--- config.mk ---
export PLATFORM = sky130hd
export DESIGN_NAME = sps_ram
export DESIGN_NICKNAME = d
export VERILOG_FILES = /design/src/design/sps_ram.sv
export SDC_FILE = /design/constraint.sdc
export NUM_CORES = 1
export LEC_CHECK = 0
export ABC_AREA = 1
export ABC_CLOCK_PERIOD_IN_PS = 970
export BUFFER_PORTS_ARGS = -buffer_cell sky130_fd_sc_hd__buf_2
export CORE_ASPECT_RATIO = 1.25
export CORE_UTILIZATION = 45
export DETAILED_ROUTE_END_ITERATION = 7
export SLEW_MARGIN = 15
export SYNTH_ARGS = -nofsm -noshare
export SYNTH_HDL_FRONTEND = slang
export SYNTH_SLANG_ARGS = --single-unit
--- constraint.sdc ---
create_clock -name clock -period 0.97 [get_ports clock]
set_input_delay 0 -clock clock [delete_from_list [all_inputs] [get_ports clock]]
set_output_delay 0 -clock clock [all_outputs]
set_load 0.03 [all_outputs]
--- src/design/sps_ram.sv ---
// ---------------------------------------------------------------------------
// sps_ram: generic single-write, single-read RAM
// One write port and one read port; read data is registered.
// ---------------------------------------------------------------------------
module sps_ram #(
   parameter  int WIDTH = 8,
   parameter  int DEPTH = 16,
   localparam int AW    = (DEPTH > 1) ? $clog2(DEPTH) : 1
) (
   input  logic             clock,
   input  logic             wr_en,
   input  logic [AW-1:0]    wr_addr,
   input  logic [WIDTH-1:0] wr_data,
   input  logic [AW-1:0]    rd_addr,
   output logic [WIDTH-1:0] rd_data
);

   logic [WIDTH-1:0] mem_ff [DEPTH];
   logic [WIDTH-1:0] rd_data_ff;

   always_ff @(posedge clock) begin
      if (wr_en) begin
         mem_ff[wr_addr] <= wr_data;
      end
      rd_data_ff <= mem_ff[rd_addr];
   end

   assign rd_data = rd_data_ff;

endmodule

* Word-level counts from Yosys, hierarchy flattened *
Memories as Yosys holds them, arrays and structs flattened. A register that Yosys moved wholly into a read port is not among the register bits.
Index checks and enable logic that the tools add are counted.

cells by class
  add/sub/neg operators = 0
  $mul = 0
  divide/modulo/power cells = 0
  magnitude comparators = 0
  eq/ne operators = 0
  shift-type cells = 0
  mux-type cells = 2
  bitwise operators = 0
  reductions and logical operators = 0

operators by type and width
  kind     number
  $mux W1  2

word-level totals
  bits in registers = 0
  bits in latches = 0
  memory bits (writable) = 128
  bits in read-only memories = 0
  output and inout bits = 8
  logic and storage cells = 3
  memories = 1

memories
  name    words  bits a word  rd ports  clocked after memory_dff  write ports  RTL line  RTL
  mem_ff  16     8            1         1                         1            18        logic [WIDTH-1:0] mem_ff [DEPTH];

* Logic depth before layout (Yosys ltp) *
Gate-level depths: netlist of run 1.

  word-level depth = 2
  gate-level depth with buffers = 8

* Worst setup path before layout of run 1 *
Ideal clock, no wire load.

  path kind = in2reg
  from = input wr_addr[3]
  to = memory mem_ff[4][0], enable pin
  setup time = 370 ps
  data arrival time = 581 ps
  setup slack = 19 ps
  stages on the path = 2
  path buffers = 0
  path through = nand3b_1 -> nor2_1

RTL lines
  element      RTL line  RTL
  from (decl)  12        input logic [AW-1:0] wr_addr,
  to (decl)    18

Straight into the memory's write port.

==> results of run 1 <==
## cell usage after synthesis, drive strengths merged
cell      n  share of area, %
nand3b    2              0.26
edfxtp  128                67
nor2     17               1.1
inv     102               6.6
dfxtp     8               2.8
nand3    97               8.4
nand2   173                11
buf      24               2.9
## cells by family (layout without fill, tap and decap cells)
family | after synthesis | after routing | share of synthesized area (%)
buffers and inverters | 126 | 192 | 9.52
DFF | 136 | 136 | 69.4
and+or+nand+nor | 289 | 289 | 21.0
## layer usage
metal | track usage (%) | vias up
met3 | 5.92 | 23
met4 | 9.61 | 0
met2 | 35.7 | 117
met1 | 29.3 | 1905
met5 | 0 | -
li1 | - | 1881
## flip-flops by register name, summed over array words and instances, names as in the netlist
name     cells
rd_data      8
mem_ff     128
## where the power goes
part           internal [W]  total [W]  switching, W  leakage, nW
sequential          0.00657    0.00663     0.0000556         1.22
combinational      0.000352    0.00106      0.000707         1.60
clock               0.00399    0.00624       0.00225        0.279
total                0.0109     0.0139       0.00301         3.11
## cell type report
cell class	instances	area share, %
clock buffer	21	6.18
clock inverter	11	1.83
inverter	102	5.37
tap	164	2.88
timing repair buffer	58	6.55
multi-input combinational	289	21.0
sequential	136	56.2
## per-stage QoR
step	std cells	total power (W)
final	781	0.0139
after global placement	748	0.00765
after detailed placement	748	0.00767
after CTS	780	0.0139
after global routing	781	0.0144
after floorplan	551	0.00726
## worst paths after layout
kind,start,endpoint,slack [ns],depth (start not counted)
max,mem_ff[15][2],rd_data[2],0.007,6
min,wr_data[5],mem_ff[5][5],0.003,1
min reg2reg,mem_ff[7][7],rd_data[7],0.69,6
max reg2reg,mem_ff[15][2],rd_data[2],0.007,6
## repair_timing
action | CTS | global route
hold endpoints to repair | 0 | 4
hold buffers | 0 | 1
gates resized for setup | 20 | 49
endpoints found under the setup margin | 13 | 11
gates cloned | 0 | 0
pin swaps | 1 | 24
==> results.json, run 1 <==
{
  "status": "finished clean",
  "p_per_area_mw_per_mm2": 1950,
  "critPathLaunchType": "flop",
  "cp_top_family": "simple AND/OR/NAND/NOR gates",
  "grt_max_degree": 53,
  "fin_nets": 622,
  "dp_slack_ns": -0.144,
  "initial_core_util_pct": 46.8,
  "gr-usage-all-layers_pct": 22.5,
  "postSynthAreaPerCell_sq_um": 10.5,
  "clock_skew_ns": 0.00610,
  "gr-total-overflow": 0,
  "n_antenna_cell": 0,
  "first_global_vias": 3879,
  "maxCapViolations": 0,
  "dieWidth_um": 103,
  "placed_cell_area_sq_mm": 0.00623,
  "root_buffer": "clkbuf_16",
  "setup_viol": 0,
  "antenna_found_initial": 0,
  "drtPass1Iterations": 5,
  "dr_wl_met2_um": 6650,
  "area_growth_pct": 23.6,
  "cp.arrival_ns": 1.26,
  "wirelength_met1_um": 5640,
  "maxSlewViolCount": 0,
  "grt_pass1_wl_um": 20900,
  "ios": 26,
  "clock_latency_ns": 0.41,
  "die_area_sq_mm": 0.0133,
  "clockBufferDepth": 2,
  "p_leak_nw": 3.11,
  "drcViolationCount": 0,
  "placementRows": 45,
  "ant_nets": 0,
  "ys_seq_area_share_pct": 69.4,
  "min_path_type": "primary input to flop",
  "regArea_sq_mm": 0.00401,
  "multiInputGateArea_sq_mm": 0.00150,
  "tns_ns": 0,
  "wl_per_cell_um": 17.2,
  "core-area_sq_mm": 0.0123,
  "setup_ws_ns": 0.00719,
  "worstMarginPinSlew_ns": 0.403,
  "via_count": 3926,
  "crit_fanout": 1,
  "final_area_sq_mm": 0.00713,
  "ys_seq_elements": 136,
  "cp.required_ns": 1.27,
  "path_buf_inv": 1,
  "max_stage_delay_ns": 0.37,
  "synth_area_sq_mm": 0.00577,
  "fp.dieH_um": 129,
  "yosys.cell_types.count": 12,
  "htree_levels": 4,
  "cts_setup_buffers": 0,
  "clk_pin_slew_worst_paths_ns": 0.06,
  "via_per_inst": 5.03,
  "drive_gt1_share_pct": 23.2,
  "cp_common_cell": "nand3_2",
  "setup.worst_path.class": "flop to flop",
  "yosys_warnings": 0,
  "wl_met3_um": 783,
  "synth_fp_nets": 569,
  "synthCells": 551,
  "peakVddDrop_uv": 1130,
  "fillers": 1022,
  "clock_sinks": 136,
  "final_common_cell": "nand2_1",
  "wl_um": 13400,
  "fmax_mhz": 1040,
  "fin_util_pct": 57.8,
  "finalCritPeriodShare_pct": 99.3,
  "cts_tree": "built",
  "end_kind": "flop",
  "final_cell_mix": "169 x nand2_1, 128 x edfxtp_1, 100 x inv_1",
  "io_buffers": 25,
  "grt_setup_unrepaired": "yes",
  "dp_hpwl_um": 8450,
  "slowest_stage": "edfxtp_1",
  "top_layer": "met4",
  "gp_congestion": 0.873,
  "period_minus_slack_ns": 0.963,
  "relSlewSlack_pct": 73.1,
  "finalHoldViolCount": 0,
  "cts_buffers": 17,
  "drt_iter0_markers": 191,
  "fin_hold_ws_ns": 0.00300,
  "crit_chain": "inv_1, nand2_1, nand3_2, nand3_1, nand3_2, nand2_2"
}
Note: power is estimated with default switching activity, not from simulation.
==> inputs of run 2 (changes only) <==
Settings changed: RECOVER_POWER set to 50.
==> results.json, run 2 (same netlist as run 1, synthesis figures left out) <==
{
  "status": "finished clean",
  "p_leak_nw": 3.06,
  "htree_levels": 4,
  "sequentialPowerShare_pct": 47.6,
  "reg2reg_from": "mem_ff[15][2]",
  "area_growth_pct": 23.1,
  "crit_fanout": 1,
  "maxSlewViolCount": 0,
  "p_per_area_mw_per_mm2": 1960,
  "placementRows": 45,
  "drive_gt1_share_pct": 20.9,
  "drcViolationCount": 0,
  "via_count": 3907,
  "hold_start": "rd_addr[2]",
  "fin_util_pct": 57.6,
  "wl_per_cell_um": 17.2,
  "final_common_cell": "nand2_1",
  "setup_ws_ns": 0.00393,
  "die_area_sq_mm": 0.0133,
  "root_buffer": "clkbuf_16",
  "ios": 26,
  "setup.worst_path.class": "flop to flop",
  "r2r_setup_slack_ns": 0.004,
  "wl_um": 13400,
  "fin_nets": 622,
  "peakVddDrop_uv": 1130,
  "comb_power_share_pct": 7.5,
  "critPathLaunch": "mem_ff[15][2]",
  "regArea_sq_mm": 0.00401,
  "maxCapViolations": 0,
  "drt_iter0_markers": 214,
  "io_buffers": 25,
  "first_global_vias": 3879,
  "worstMarginPinSlew_ns": 0.964,
  "drtPass1Iterations": 5,
  "gr-total-overflow": 0,
  "cp.required_ns": 1.27,
  "dp_slack_ns": -0.144,
  "gp_congestion": 0.873,
  "tns_ns": 0,
  "critPathLaunchType": "flop",
  "via_per_inst": 5.00,
  "period_minus_slack_ns": 0.966,
  "cts_setup_buffers": 0,
  "placed_cell_area_sq_mm": 0.00623,
  "grt_pass1_wl_um": 20900,
  "switching_share_pct": 21.6,
  "final_cell_mix": "169 x nand2_1, 128 x edfxtp_1, 100 x inv_1",
  "clockBufferDepth": 2,
  "setup_viol": 0,
  "fp.dieH_um": 129,
  "end_kind": "flop",
  "top_register": "mem_ff",
  "initial_core_util_pct": 46.8,
  "antenna_found_initial": 0,
  "largest_reg_flops": 128,
  "finalCritPeriodShare_pct": 99.6,
  "p_clk_share_pct": 44.9,
  "dp_hpwl_um": 8450,
  "grt_setup_unrepaired": "yes",
  "relSlewSlack_pct": 35.8,
  "p_int_w": 0.0109,
  "clock_skew_ns": 0.00602,
  "clk_pin_slew_worst_paths_ns": 0.06,
  "finalHoldViolCount": 0,
  "cts_buffers": 17,
  "power_switching_w": 0.00301,
  "core-area_sq_mm": 0.0123,
  "clock_sinks": 136,
  "min_path_type": "primary input to flop",
  "ant_nets": 0,
  "multiInputGateArea_sq_mm": 0.00150,
  "n_antenna_cell": 0,
  "gr-usage-all-layers_pct": 22.5,
  "fillers": 1029,
  "dieWidth_um": 103,
  "cts_tree": "built",
  "cp.arrival_ns": 1.26,
  "grt_max_degree": 53,
  "clock_latency_ns": 0.41,
  "fmax_mhz": 1040,
  "final_area_sq_mm": 0.00710
}
-- run 2: cell count changes in the layout (fill, tap and decap cells not counted) --
cell	previous run	this run
clkbuf_1	4	18
buf_2	18	8
buf_4	31	27
-- run 2: worst paths after layout --
| path | end | depth (start not counted) |
|---|---|---|
| setup reg to reg | rd_data[2] | 6 |
| hold / removal | rd_data[5] | 5 |
| hold reg to reg | rd_data[7] | 6 |
| setup / recovery | rd_data[2] | 6 |
-- run 2: layer usage --
layer | vias to the layer above | global-route usage, % | share of wire [%]
li1 | 1884 | - | -
met1 | 1858 | 29.3 | 41
met2 | 140 | 35.7 | 49
met3 | 25 | 5.92 | 7.1
met4 | 0 | 9.61 | 2.9
met5 | - | 0 | 0
-- run 2: repair_timing --
action                                 in CTS  in global routing
hold buffers                                0                  1
endpoints found under the hold margin       0                  4
resized for setup                          20                 49
setup endpoints to repair                  13                 11
pin swaps                                   1                 24
-- run 2: power groups by stage --
stage / Sequential, W / Clock [W] / Combinational [W]
2_1_floorplan: 0.00680 / 0 / 0.000463
3_3_place_gp: 0.00674 / 0 / 0.000910
3_5_place_dp: 0.00674 / 0 / 0.000925
4_1_cts: 0.00662 / 0.00632 / 0.000972
5_1_grt: 0.00664 / 0.00660 / 0.00115
6_report: 0.00663 / 0.00625 / 0.00105
-- run 2: layout make-up --
type                       instances  area share (%)
sequential                       136            56.4
inverter                         102            5.39
multi-input combinational        289            21.1
timing repair buffer              58            6.19
tap                              164            2.89
clock buffer                      21            6.20
clock inverter                    11            1.83
-- run 2: worst max-delay path, stage by stage (launching register included) --
cell,delay [ns]
edfxtp_1,0.37
inv_1,0.06
nand2_1,0.07
nand3_2,0.09
nand3_1,0.10
nand3_2,0.10
nand2_2,0.07
-- run 2: stage by stage --
step                      cells  total power, W  hold WS (ns)
after floorplan             551         0.00726        0.0989
after global placement      748         0.00765         0.426
after detailed placement    748         0.00767         0.437
after CTS                   780          0.0139       0.00246
after global routing        781          0.0144        0.0477
final                       781          0.0139        0.0319
